==> config.mk <==
export PLATFORM = sky130hd
export DESIGN_NAME = bgc_color_store
export DESIGN_NICKNAME = d
export VERILOG_FILES = /design/src/hw/rtl/bgc_pkg.sv /design/src/hw/rtl/bgc_color_store.sv
export SDC_FILE = /design/constraint.sdc
export NUM_CORES = 1
export LEC_CHECK = 0
export ABC_CLOCK_PERIOD_IN_PS = 2400
export BUFFER_PORTS_ARGS = -buffer_cell sky130_fd_sc_hd__buf_2
export CAP_MARGIN = 20
export CORE_ASPECT_RATIO = 0.8
export CORE_MARGIN = 5
export CORE_UTILIZATION = 55
export CTS_BUF_LIST = sky130_fd_sc_hd__clkbuf_16
export DETAILED_ROUTE_END_ITERATION = 8
export PLACE_DENSITY = 0.78
export SKIP_CTS_REPAIR_TIMING = 1
export SLEW_MARGIN = 20
export SYNTH_ARGS = -nofsm -noshare
export SYNTH_HDL_FRONTEND = slang
export SYNTH_SLANG_ARGS = --single-unit
export TNS_END_PERCENT = 20
==> constraint.sdc <==
create_clock -name clk -period 2.4 [get_ports clk]
set_clock_uncertainty 0.1 [all_clocks]
set_input_delay 0.24 -clock clk [delete_from_list [all_inputs] [get_ports clk]]
set_output_delay 0.24 -clock clk [all_outputs]
set_load 0.02 [all_outputs]
==> src/hw/rtl/bgc_pkg.sv <==
`timescale 1ns / 1ps

package bgc_pkg;

  localparam int MAX_VERTICES = 64;
  localparam int VID_W        = $clog2(MAX_VERTICES);
  localparam int CNT_W        = VID_W + 1;
  localparam int MAX_EDGES    = 256;
  localparam int SLOTS        = 2 * MAX_EDGES;
  localparam int SLOT_AW      = $clog2(SLOTS);
  localparam int SLOT_W       = SLOT_AW + 1;

  localparam logic [SLOT_W-1:0] NO_SLOT    = SLOT_W'(SLOTS);
  localparam logic [CNT_W-1:0]  VCOUNT_MAX = CNT_W'(MAX_VERTICES);

  // Colour codes; uncoloured vertices are marked by a clear valid bit.
  localparam logic [1:0] COLOR_A = 2'd1;
  localparam logic [1:0] COLOR_B = 2'd2;

  typedef struct packed {
    logic [VID_W-1:0] end_a;
    logic [VID_W-1:0] end_b;
    logic             edge_valid;
    logic             last_edge;
  } bgc_in_t;

  typedef struct packed {
    logic is_bipartite;
    logic edge_overflow;
    logic bad_vertex;
  } bgc_out_t;

  typedef struct packed {
    logic             en;
    logic [VID_W-1:0] addr;
    logic [1:0]       color;
  } bgc_color_wr_t;

endpackage

==> src/hw/rtl/bgc_color_store.sv <==
`timescale 1ns / 1ps

module bgc_color_store import bgc_pkg::*; (
  input  logic                     clk,
  input  logic                     rst_n,
  input  logic                     clear,
  input  bgc_color_wr_t            wr,
  input  logic [VID_W-1:0]         rd_addr,
  output logic [1:0]               rd_color,
  input  logic [VID_W-1:0]         chk_addr,
  output logic                     chk_colored
);

  logic [1:0]              color_mem [MAX_VERTICES];
  logic [MAX_VERTICES-1:0] colored_r;

  // A vertex whose valid bit is clear counts as uncoloured, so clearing is instant.
  always_ff @(posedge clk) begin
    if (!rst_n || clear) begin
      colored_r <= '0;
    end else if (wr.en) begin
      colored_r[wr.addr] <= 1'b1;
    end
  end

  always_ff @(posedge clk) begin
    if (wr.en) begin
      color_mem[wr.addr] <= wr.color;
    end
    rd_color <= color_mem[rd_addr];
  end

  assign chk_colored = colored_r[chk_addr];

endmodule

Yosys cells after proc, flatten, opt, wreduce, memory -nomap -nowiden
Memories as Yosys holds them, arrays and structs flattened. A register that Yosys moved wholly into a read port is not among the register bits.
Cells that the tools add are included.
{"block": "word_totals", "n_memories": 1, "input_bits": 24, "wordCells": 15, "ramBits": 128, "regBits": 64}
{"block": "op_classes", "magnitude_cmp": 3, "muxes": 6, "n_bitwise": 1, "n_reduce_logical": 3}
{"memory": "color_mem", "depth": 64, "width": 2, "rd": 1, "rd_clocked_by_memory_dff": 1, "wr": 1, "line": "bgc_color_store.sv:14", "text": "logic [1:0] color_mem [MAX_VERTICES];"}
{"op": "$or A64 B64 Y64", "n": 1}
{"op": "$lt A6 B7 Y1 const B", "n": 2}
{"op": "$bmux W1 S6", "n": 1}
{"op": "$demux W1 S6", "n": 1}
{"op": "$ge A6 B1 Y1 const B", "n": 1}
{"op": "$mux W1", "n": 4}
{"op": "$logic_and A1 B1 Y1", "n": 1}
{"op": "$logic_not A1 Y1", "n": 1}
{"op": "$logic_or A1 B1 Y1", "n": 1}

Longest topological paths before layout
Gate-level depths: netlist of the first run.
{"block": "logic_depth", "ltp_word": 5, "ltp_mapped": 8}

Worst setup path before layout of the first run
No wires, ideal clock.
{"block": "synth_path", "path_kind": "input -> output", "from": "input port chk_addr[0]", "to": "output port chk_colored", "n_path_buf": 2, "t_arrival_ns": 1.646, "stages": 7, "slack_ns": 0.414, "cell_sequence": "buf_2 > buf_4 > mux4_2 > o22ai_1 > nor4_1 > a211oi_1 > a21oi_1"}
{"block": "synth_via", "elab_chain_cells": 2}
{"item": "start: declaration", "line": "bgc_color_store.sv:10", "text": "input logic [VID_W-1:0] chk_addr,"}
{"item": "$bmux W1 S6", "line": "bgc_color_store.sv:33", "text": "assign chk_colored = colored_r[chk_addr];"}
{"item": "$mux W1 (not written as such)", "line": "bgc_color_store.sv:33"}
{"item": "end: declaration", "line": "bgc_color_store.sv:11", "text": "output logic chk_colored"}
Every way passes these cells. The select of a mux whose other input is x is not followed.

Worst setup path after layout of the first run
{"block": "layout_path", "from": "register colored_r[19]", "to": "output port chk_colored"}
{"block": "layout_via", "elab_chain_cells": 2}
{"item": "start: declaration", "line": "bgc_color_store.sv:15", "text": "logic [MAX_VERTICES-1:0] colored_r;"}
{"item": "start signal: assignment", "line": "bgc_color_store.sv:20", "text": "colored_r <= '0;"}
{"item": "start signal: indexed assignment", "line": "bgc_color_store.sv:22", "text": "colored_r[wr.addr] <= 1'b1;"}
{"item": "$bmux W1 S6", "line": "bgc_color_store.sv:33"}
{"item": "$mux W1 (not written as such)", "line": "bgc_color_store.sv:33"}
Every way passes these cells. The select of a mux whose other input is x is not followed.

==> results list, run 1 <==
- Result of the run: finished, final reports clean
* Number of failing setup endpoints in the final timing report: 0
* Maximum net fanout on the critical path: 2
- Pin count of the biggest net entering global routing: 65
* Post-synthesis cell count: 484
- The final-report hold violation count came to 0.
* Average vias per placed instance: 6.22
- Number of warning messages in the yosys log: 0
- Total cell area at the placement stage: 8110 um2
- The number of global-route vias before repair is 4361.
- Share of flip-flops with an asynchronous set or reset: 0
- Of the total power, registers draw 0.514.
* Post-synthesis average cell area: 16.1 um2
* Worst hold path cell count: 3
* PortBufs: 26
- The analysis attributes to cell leakage a power of 2.97 nW.
- The number of nets handed over by synthesis was 508.
- The critical path is of the reg2out type.
- Final design instance area without fill: 8790 um2
- Counting flops and latches in the post-synthesis netlist gives 194.
- Layout fillers: 931
- The share of total power dissipated in the clock network is 0.434.
- Arrival time at the worst endpoint: 2010 ps
* Floorplan row count: 38
- Registers take 5170 um2.
- Of the synthesized area, sequential elements account for 0.664.
- WL per Instance: 23.2 um
- Most used cells in the layout excluding fill and tap cells: 128 x sky130_fd_sc_hd__edfxtp_1, 65 x sky130_fd_sc_hd__dfxtp_1, 64 x sky130_fd_sc_hd__o21a_1, 63 x sky130_fd_sc_hd__nor2_1, 34 x sky130_fd_sc_hd__mux4_2
- For the worst setup path, the data required time is 2060 ps.
* Buffer type at the clock tree root: sky130_fd_sc_hd__clkbuf_16
- The die covers 16600 um2.
* Clock network latency to the later pin of the worst-skew pair: 440 ps
- Peak supply drop: 0.615 mV
- Clk slew on worst S/H paths: 70 ps
- Normalized max-slew margin: 0.535
* Slew Viols, Final: 0
* I/O pins: 27
- Hold Crit Endpoint: colored_r[42]$_SDFFE_PP0P_
- The number of antenna violations at the first check in global routing came to 0.
* Placeable core region: 13700 um2
- RR Endpoint: rd_color[1]$_DFF_P_
- Initial cell density of the core: 0.568
* Final routed DRC violation total: 0
- STA classifies the critical path endpoint as an output pin.
- Pin slew with the least headroom to its limit: 697 ps
- H-tree Lvls: 4
* CTS tree: done
- In this run the most critical hold path is launched from clear.
- At the end of the flow, the number of nets in the layout was 535.
- Synthesis-to-finish area growth: 13.0%
- Primary flip-flop cell chosen by synthesis mapping: sky130_fd_sc_hd__edfxtp_1
* Combinational share of power: 0.052
- DIE WIDTH: 143 um
- In the final layout, the share of cells above drive strength 1 is 0.214.
- Minimum period implied by the final worst setup slack: 2350 ps
- Of the total power, the share spent switching nets is 0.205.
* Number of design-rule violations left by the first detailed-router iteration: 524
* Overall overflow remaining after global route: 0
* Max-cap violations: 0
- Startpoint kind of the worst setup timing path: flop
- Number of buffers created by CTS: 17
- Routed wire length: 16.3 mm
- The number of antenna diodes in the final layout is 0.
* Placer Congestion: 0.896
* Switching power summed over all nets: 1.43 mW
- Cell-internal power: 5.54 mW
- Commonest non-fill, non-tap cell in the layout: sky130_fd_sc_hd__edfxtp_1
* Post-DRT Antenna Nets: 0
- The first global-routing pass estimated 25.2 mm of wire.
- Hpwl dp: 11.4 mm
- EDFF count, synth: 128
- The synthesized netlist contains 38 unique library cells.
- Maximum frequency from static timing analysis: 426 MHz
- In this run the cell area of the synthesized design comes to 7780 um2.
- Dividing total power by cell area gives a power density of 793 nW/um2.
- The worst register-to-register path has a depth of 5.
* Number of detailed-routing iterations run before antenna repair: 5
- In the final layout, the multi-input gates occupy 2460 um2.
- After routing, the total negative slack on setup checks comes to 0 ps.
- RSZ-0062 raised after global routing: true
* Startpoint of the most critical register-to-register path: color_mem[46][1]$_DFFE_PP_
- Clock Tree Buf Depth: 2
* Global router's overall resource usage: 0.211
- In this run the vertical extent of the chip is 116 um.
* Vias after detailed routing: 4380
- Of the available clock period, the critical path in the final layout requires 0.979.
* Kind of path behind the tightest hold check: in2reg
* Sinks on the clock net: 194
- Across all register-to-register paths, the minimum setup slack is 490 ps.
area by class of cell:
| type | instances | area share |
|---|---|---|
| clock inverter | 12 | 0.0167 |
| tap | 180 | 0.0256 |
| sequential | 194 | 0.588 |
| timing repair buffer | 38 | 0.0332 |
| multi-input combinational | 260 | 0.280 |
| clock buffer | 20 | 0.0569 |
synth_stat cells (2+ instances only):
library cell	count	area [um2]
sky130_fd_sc_hd__mux2i_1	15	150
sky130_fd_sc_hd__nand3b_1	2	15.0
sky130_fd_sc_hd__or3b_2	2	17.5
sky130_fd_sc_hd__buf_6	2	22.5
sky130_fd_sc_hd__o21a_1	64	480
sky130_fd_sc_hd__nand2b_1	5	31.3
sky130_fd_sc_hd__mux4_1	14	368
sky130_fd_sc_hd__clkbuf_1	16	60.1
sky130_fd_sc_hd__and3b_1	2	17.5
sky130_fd_sc_hd__buf_2	4	20.0
sky130_fd_sc_hd__edfxtp_1	128	3840
sky130_fd_sc_hd__or3_1	2	12.5
sky130_fd_sc_hd__nor2b_1	6	37.5
sky130_fd_sc_hd__a31oi_1	2	12.5
sky130_fd_sc_hd__o22ai_1	6	37.5
sky130_fd_sc_hd__dfxtp_1	66	1320
sky130_fd_sc_hd__a211oi_1	3	22.5
sky130_fd_sc_hd__nor2_1	63	236
sky130_fd_sc_hd__nand3_1	3	15.0
sky130_fd_sc_hd__nor3_1	6	30.0
sky130_fd_sc_hd__o21ai_1	2	10.0
sky130_fd_sc_hd__buf_4	4	30.0
sky130_fd_sc_hd__mux4_2	34	766
sky130_fd_sc_hd__mux2_2	4	45.0
sky130_fd_sc_hd__buf_12	2	40.0
sky130_fd_sc_hd__nand2_1	15	56.3
per-layer routing:
layer	up-vias	track usage	share of wire
met3	28	0.0426	0.072
li1	1941	-	-
met1	2222	0.305	0.45
met4	0	0.0849	0.020
met5	-	0	0
met2	189	0.319	0.46
critical path: stages (launching register included):
cell	delay, ps
sky130_fd_sc_hd__dfxtp_1	310
sky130_fd_sc_hd__mux4_2	510
sky130_fd_sc_hd__mux2i_1	160
sky130_fd_sc_hd__mux2i_1	110
sky130_fd_sc_hd__a211oi_2	250
sky130_fd_sc_hd__a21oi_2	80
sky130_fd_sc_hd__buf_6	150
power by group through the flow:
stage	clock (mW)	sequential, mW	combinational, mW
2_1_floorplan	0	3.66	0.217
3_3_place_gp	0	3.66	0.353
3_5_place_dp	0	3.66	0.360
4_1_cts	3.05	3.58	0.361
5_1_grt	3.21	3.58	0.390
6_report	3.03	3.58	0.366
cell families after synthesis:
logic type / count (synthesis) / share of synthesized area
compound gates: 84 / 0.0791
buf+inv: 30 / 0.0233
mux: 67 / 0.171
flops: 194 / 0.664
simple gates: 109 / 0.0629
worst max path at each step:
stage                                           from          end
final                     colored_r[19]$_SDFFE_PP0P_  chk_colored
after global routing      colored_r[23]$_SDFFE_PP0P_  chk_colored
after CTS                 colored_r[57]$_SDFFE_PP0P_  chk_colored
after detailed placement                 chk_addr[0]  chk_colored
after global placement                   chk_addr[0]  chk_colored
after floorplan                          chk_addr[0]  chk_colored
flip-flops by register name (all words and copies together), names as in the netlist:
register   flops
color_mem    128
colored_r     64
rd_color       2
metrics by stage:
| stage | setup slack [ps] | cells | utilization | hold slack [ps] | total power, mW |
|---|---|---|---|---|---|
| 2_1_floorplan | 414 | 484 | - | 239 | 3.88 |
| 3_3_place_gp | 192 | 671 | 0.592 | 340 | 4.01 |
| 3_5_place_dp | 195 | 671 | 0.592 | 349 | 4.02 |
| 4_1_cts | -46.5 | 703 | 0.639 | -33.4 | 7.00 |
| 5_1_grt | -19.8 | 704 | 0.642 | 117 | 7.18 |
| 6_report | 50.1 | 704 | 0.642 | 99.3 | 6.98 |
Note: power is estimated with default switching activity, not from simulation.
==> inputs of run 2 (changes only) <==
BUFFER_PORTS_ARGS = not set   (was -buffer_cell sky130_fd_sc_hd__buf_2)
DONT_BUFFER_PORTS = 1   (was not set)
PLACE_DENSITY = 0.76   (was 0.78)
==> run 2 against run 1 <==
Compared with the run above:
- clock power decreased by 6%
- register-to-register slack about the same
- first-iteration DRC count decreased by 38%
- via count down 2.7%
- critical endpoint unchanged
==> results list, run 2 (synthesis gave the netlist of run 1 again) <==
* DIE WIDTH: 143 um
* WL per Instance: 24.6 um
- Fin util: 0.624
- After layout, the worst setup slack is 82.7 ps.
- Floorplan row count: 38
* Register with the highest flop count: color_mem
- For the final routed database, the setup TNS stands at 0 ps.
* Vias after detailed routing: 4262
- TritonCTS built the clock tree.
- Minimum period implied by the final worst setup slack: 2320 ps
* Average vias per placed instance: 6.32
* Number of failing setup endpoints in the final timing report: 0
- In this run the power spent charging and discharging nets is 1.35 mW.
- The share of total power dissipated in combinational logic is 0.038.
- Arrival time at the worst endpoint: 1980 ps
- Startpoint kind of the worst setup timing path: flop
* Antenna violations before repair: 0
- After clock tree synthesis, the clock-pin slew on the worst setup and hold paths is 60 ps.
- The later pin in the worst-skew pair is clocked with a latency of 430 ps.
- Req. time, crit path: 2060 ps
- Tcrit/Tclk final: 0.966
- The register with the most flip-flops in the layout has 128 of them.
- The floorplan step defined a die boundary enclosing 16600 um2.
* Worst hold path cell count: 2
- Maximum net fanout on the critical path: 2
- Global-route wire length before repair: 25.6 mm
- Number of design-rule violations left by the first detailed-router iteration: 324
* Post-DRT Antenna Nets: 0
- In this run the clock root is driven by a sky130_fd_sc_hd__clkbuf_16.
* Power per cell area: 781 nW/um2
- Hpwl dp: 10.7 mm
- In the final layout, the share of cells above drive strength 1 is 0.154.
- By startpoint and endpoint, the worst setup path is classified as reg2out.
- Result of the run: finished, final reports clean
- The number of global-route vias before repair is 4322.
* Number of detailed-routing iterations run before antenna repair: 5
* Maximum frequency from static timing analysis: 432 MHz
- The internal power of the cells totals 5.33 mW.
- Summed over all cells, the static leakage comes to 2.82 nW.
* Diode insertion count for antenna repair: 0
- The worst register-to-register path has a depth of 5.
- The tool flagged a number of max-cap violations equal to 0.
- Input and output buffers added on the ports amount to 0.
- Initial cell density of the core: 0.568
- For the pin with the worst max-slew slack, the measured transition is 631 ps.
- Compared with the post-synthesis result, the final layout area differs by 9.89%.
* Clock Tree Buf Depth: 2
- After global routing the overflow that remains totals 0.
- Relative contribution of the clock network to total power: 0.425
* Largest registers: color_mem: 128 flops, colored_r: 64 flops, rd_color: 2 flops
- Of the total power, the share spent switching nets is 0.202.
- The worst-case IR drop observed on VDD is 0.524 mV.
- The tightest min-delay check is of the in2reg type.
* I/O pins: 27
- In the global route stage, overall resource usage came out at 0.212.
- Entering global routing, the biggest net connects 65 pins.
- The endpoint identified for the worst register-to-register timing path is rd_color[1]$_DFF_P_.
* Commonest non-fill, non-tap cell in the layout: sky130_fd_sc_hd__edfxtp_1
* Routed wire length: 16.6 mm
* Final routed DRC violation total: 0
- TritonCTS created 17 clock buffers.
- Post-Place Worst Slack: 501 ps
- Final count of hold timing violations: 0
- Die span in y: 116 um
* Total number of nets in the final design: 505
- The worst register-to-register path begins at color_mem[45][1]$_DFFE_PP_.
* Most used cells in the layout excluding fill and tap cells: 128 x sky130_fd_sc_hd__edfxtp_1, 66 x sky130_fd_sc_hd__dfxtp_1, 64 x sky130_fd_sc_hd__o21a_1, 63 x sky130_fd_sc_hd__nor2_1, 34 x sky130_fd_sc_hd__mux4_2
- The critical path ends at chk_colored.
- Critical Path Sink Type: output pin
- RSZ-0062 raised after global routing: false
- The final max-slew violation count is 0.
- Normalized max-slew margin: 0.576
- The worst register-to-register path has a setup slack of 500 ps.
- Placeable core region: 13700 um2
* Proportion of power drawn by flip-flops and latches: 0.537
* Placer Congestion: 0.866
- The most critical setup path has its startpoint at colored_r[19]$_SDFFE_PP0P_.
- The clock drives 194 sinks.
* H-tree Lvls: 4
## run 2: cell types whose count changed in the layout (fill, tap and decap cells not counted), moves of 2 or more
cell and delta:
sky130_fd_sc_hd__clkbuf_16 -3, sky130_fd_sc_hd__buf_12 -4, sky130_fd_sc_hd__clkinv_2 +4, sky130_fd_sc_hd__buf_16 +2, sky130_fd_sc_hd__dlygate4sd3_1 +4, sky130_fd_sc_hd__buf_2 -25, sky130_fd_sc_hd__buf_4 -6
## run 2: worst min-delay path by stage
stage | from | endpoint | slack (ps)
after floorplan | wr[0] | color_mem[0][0]$_DFFE_PP_ | 240
after CTS | wr[1] | color_mem[59][1]$_DFFE_PP_ | -210
final | rd_addr[3] | rd_color[1]$_DFF_P_ | 50
after detailed placement | wr[1] | color_mem[56][1]$_DFFE_PP_ | 240
after global routing | rd_addr[3] | rd_color[1]$_DFF_P_ | 70
after global placement | wr[0] | color_mem[56][0]$_DFFE_PP_ | 240
## run 2: cell type report
| class | instances | area, um2 |
|---|---|---|
| fillers | 974 | 5140 |
| multi-input cells | 260 | 2440 |
| repair buffers | 8 | 125 |
| flip-flops and latches | 194 | 5160 |
| well taps | 180 | 225 |
| clock inverters | 15 | 164 |
| clock buffers | 17 | 425 |
## run 2: worst max-delay path, cell delays in order (launching register included)
cell and delay [ps]:
sky130_fd_sc_hd__dfxtp_1 320, sky130_fd_sc_hd__mux4_2 530, sky130_fd_sc_hd__mux2i_1 150, sky130_fd_sc_hd__mux2i_1 90, sky130_fd_sc_hd__a211oi_1 320, sky130_fd_sc_hd__a21oi_2 150
## run 2: stage by stage
step | hold slack [ps] | instance area [um2] | total power [mW] | std cells
floorplan | 239 | 7780 | 3.88 | 484
global placement | 245 | 7850 | 3.86 | 635
detailed placement | 244 | 7850 | 3.87 | 635
CTS | -207 | 8440 | 6.66 | 667
global route | 67.4 | 8550 | 6.88 | 674
finish | 54.2 | 8550 | 6.68 | 674
## run 2: layer usage
layer / global-route usage / up-vias / routed length (um)
met2: 0.334 / 180 / 7990
li1: - / 1889 / -
met1: 0.286 / 2170 / 6770
met5: 0 / - / 0
met4: 0.0652 / 0 / 248
met3: 0.0692 / 23 / 1580
## run 2: power by group through the flow
stage,combinational [mW],clock (mW),sequential (mW)
final,0.257,2.84,3.59
after global routing,0.275,3.02,3.59
after CTS,0.207,2.86,3.59
after detailed placement,0.206,0,3.66
after global placement,0.201,0,3.66
after floorplan,0.217,0,3.66
==> inputs of run 3 (changes only) <==
CORE_ASPECT_RATIO = 1.25   (was 0.8)
MAX_ROUTING_LAYER = met4   (was not set)
==> run 3 against run 2 <==
Compared with the run above:
- via count is 0.21% higher
- non-clock buffer count stayed put
- sequential power hardly changed
==> results list, run 3 (synthesis gave the netlist of run 1 again) <==
- In the layout the commonest cells are 128 x sky130_fd_sc_hd__edfxtp_1, 66 x sky130_fd_sc_hd__dfxtp_1, 64 x sky130_fd_sc_hd__o21a_1, 63 x sky130_fd_sc_hd__nor2_1, 34 x sky130_fd_sc_hd__mux4_2.
* Critical Path Most Common Cell: sky130_fd_sc_hd__mux2i_1
* Final design instance area without fill: 8530 um2
- The critical path crosses 5 cells after its start point.
- Number of cells in the design after placement: 630
* Minimum period implied by the final worst setup slack: 2320 ps
- Normalized max-slew margin: 0.579
- The number of antenna violations at the first check in global routing is 0.
* Number of buffers created by CTS: 17
* Switching portion of total power: 0.205
* H-tree Lvls: 4
* Floorplan row count: 48
- Die span in y: 143 um
* Critical Setup Path Class: reg2out
* Register with the highest flop count: color_mem
* Placer Congestion: 0.862
* WL per Instance: 24.7 um
- Pin count of the biggest net entering global routing: 65
* Cell Count, Final, Fillers Out: 669
- Clk slew on worst S/H paths: 70 ps
- The detail route stage leaves a number of antenna-violating nets equal to 0.
- Placeable core region: 13900 um2
* Share of post-route cells with drive strength above 1: 0.152
* CTS tree: done
- Pleak: 2.82 nW
* Buffers and inverters on the worst path: 0
- The final max-slew violation count came to 0.
* Arrival time at the worst endpoint: 1980 ps
* Total number of nets in the final design: 505
- Family with the most delay on the worst path: multiplexers
- Critical Path Sink Type: output pin
- The first global-routing pass estimated 25.0 mm of wire.
- Hpwl dp: 10.7 mm
* Final routed DRC violation total: 0
* Initial cell density of the core: 0.561
- Final count of hold timing violations: 0
- Switching power summed over all nets: 1.36 mW
- Relative contribution of the clock network to total power: 0.419
- The run finished with clean final reports.
- Prior to clock tree synthesis, the placed netlist has a worst setup slack of 509 ps.
- Max-cap violations: 0
- Number of design-rule violations left by the first detailed-router iteration: 277
* Sum of internal, switching and leakage power: 6.60 mW
- From synthesis to final layout, the design area changed by 9.62%.
- In this run the count of I/O pins placed on the die edge is 27.
- Clock Tree Buf Depth: 2
- The total overflow left after global routing is 0.
- Global router's overall resource usage: 0.219
* Req. time, crit path: 2060 ps
* Buffer type at the clock tree root: sky130_fd_sc_hd__clkbuf_16
* Delay contributed by the slowest stage of the critical path: 490 ps
* Kind of path behind the tightest hold check: in2reg
- The number of global-route vias before repair is 4264.
* Average vias per placed instance: 6.38
- Fill cells in the final layout number 949.
- Cell internal power was estimated by the tool at 5.25 mW.
* Logic depth of the worst register-to-register path: 5
* CP Cell Sequence: mux4_2, mux2i_2, mux2i_1, mux2i_1, a21oi_2
- The floorplan step defined a die boundary enclosing 16600 um2.
* Proportion of power drawn by flip-flops and latches: 0.543
- Clock latency on the worst-skew pair, taken at its later pin, is 440 ps.
- Maximum frequency from static timing analysis: 431 MHz
* Maximum net fanout on the critical path: 2
* Peak supply drop: 0.583 mV
- Commonest non-fill, non-tap cell in the layout: sky130_fd_sc_hd__edfxtp_1
- The largest individual stage delay along the critical path comes from the cell sky130_fd_sc_hd__mux4_2.
- Number of failing setup endpoints in the final timing report: 0
- After layout, the worst setup slack is 77.3 ps.
- DIE WIDTH: 116 um
- The tightest hold path in the finished design has a slack of 17.0 ps.
- After detailed placement, the total cell area comes to 7830 um2.
* Diode insertion count for antenna repair: 0
* Routed wire length: 16.5 mm
* Setup slack, reg-to-reg: 530 ps
- Combinational share of power: 0.038
* Tcrit/Tclk final: 0.968
* Number of detailed-routing iterations run before antenna repair: 4
- For this run, the share of the core covered by cells in the final layout is 0.615.
* PortBufs: 0
* Pin slew with the least headroom to its limit: 632 ps
- Sinks on the clock net: 194
- The register with the most flip-flops in the layout has 128 of them.
- Vias after detailed routing: 4271
- Setup TNS: 0 ps
- Power per cell area: 774 nW/um2
- RSZ-0062 raised after global routing: false
- Startpoint kind of the worst setup timing path: flop
- The largest registers in the layout are color_mem: 128 flops, colored_r: 64 flops, rd_color: 2 flops.
* Worst hold path cell count: 3
## run 3: per-layer routing
layer  GRT usage  routed length, um  vias up
met4      0.0867                542        0
met1       0.254               6140     2200
met5           -                  0        -
li1            -                  -     1877
met2       0.361               8700      154
met3      0.0602               1120       40
## run 3: path summary, 6_finish.rpt
path / start / to
worst max-delay path: colored_r[63]$_SDFFE_PP0P_ / chk_colored
worst min-delay path: rd_addr[1] / rd_color[1]$_DFF_P_
worst max register to register: color_mem[46][0]$_DFFE_PP_ / rd_color[0]$_DFF_P_
worst min register to register: colored_r[23]$_SDFFE_PP0P_ / colored_r[23]$_SDFFE_PP0P_
## run 3: power by group through the flow
| stage | Combinational [mW] | Clock (mW) | Sequential, mW |
|---|---|---|---|
| 2_1_floorplan | 0.217 | 0 | 3.66 |
| 3_3_place_gp | 0.198 | 0 | 3.66 |
| 3_5_place_dp | 0.201 | 0 | 3.66 |
| 4_1_cts | 0.202 | 2.79 | 3.59 |
| 5_1_grt | 0.266 | 2.94 | 3.59 |
| 6_report | 0.249 | 2.77 | 3.59 |
## run 3: cell type report
type / count / area (um2) / area share
Clock buffer: 19 / 475 / 0.0558
Clock inverter: 13 / 108 / 0.0126
Timing Repair Buffer: 8 / 113 / 0.0132
Tap cell: 175 / 219 / 0.0257
Multi-Input combinational cell: 260 / 2450 / 0.287
Sequential cell: 194 / 5160 / 0.606
## run 3: tightest hold or removal path, delay by kind of cell
kind	cells	cell delay (ps)
compound gates	3	270
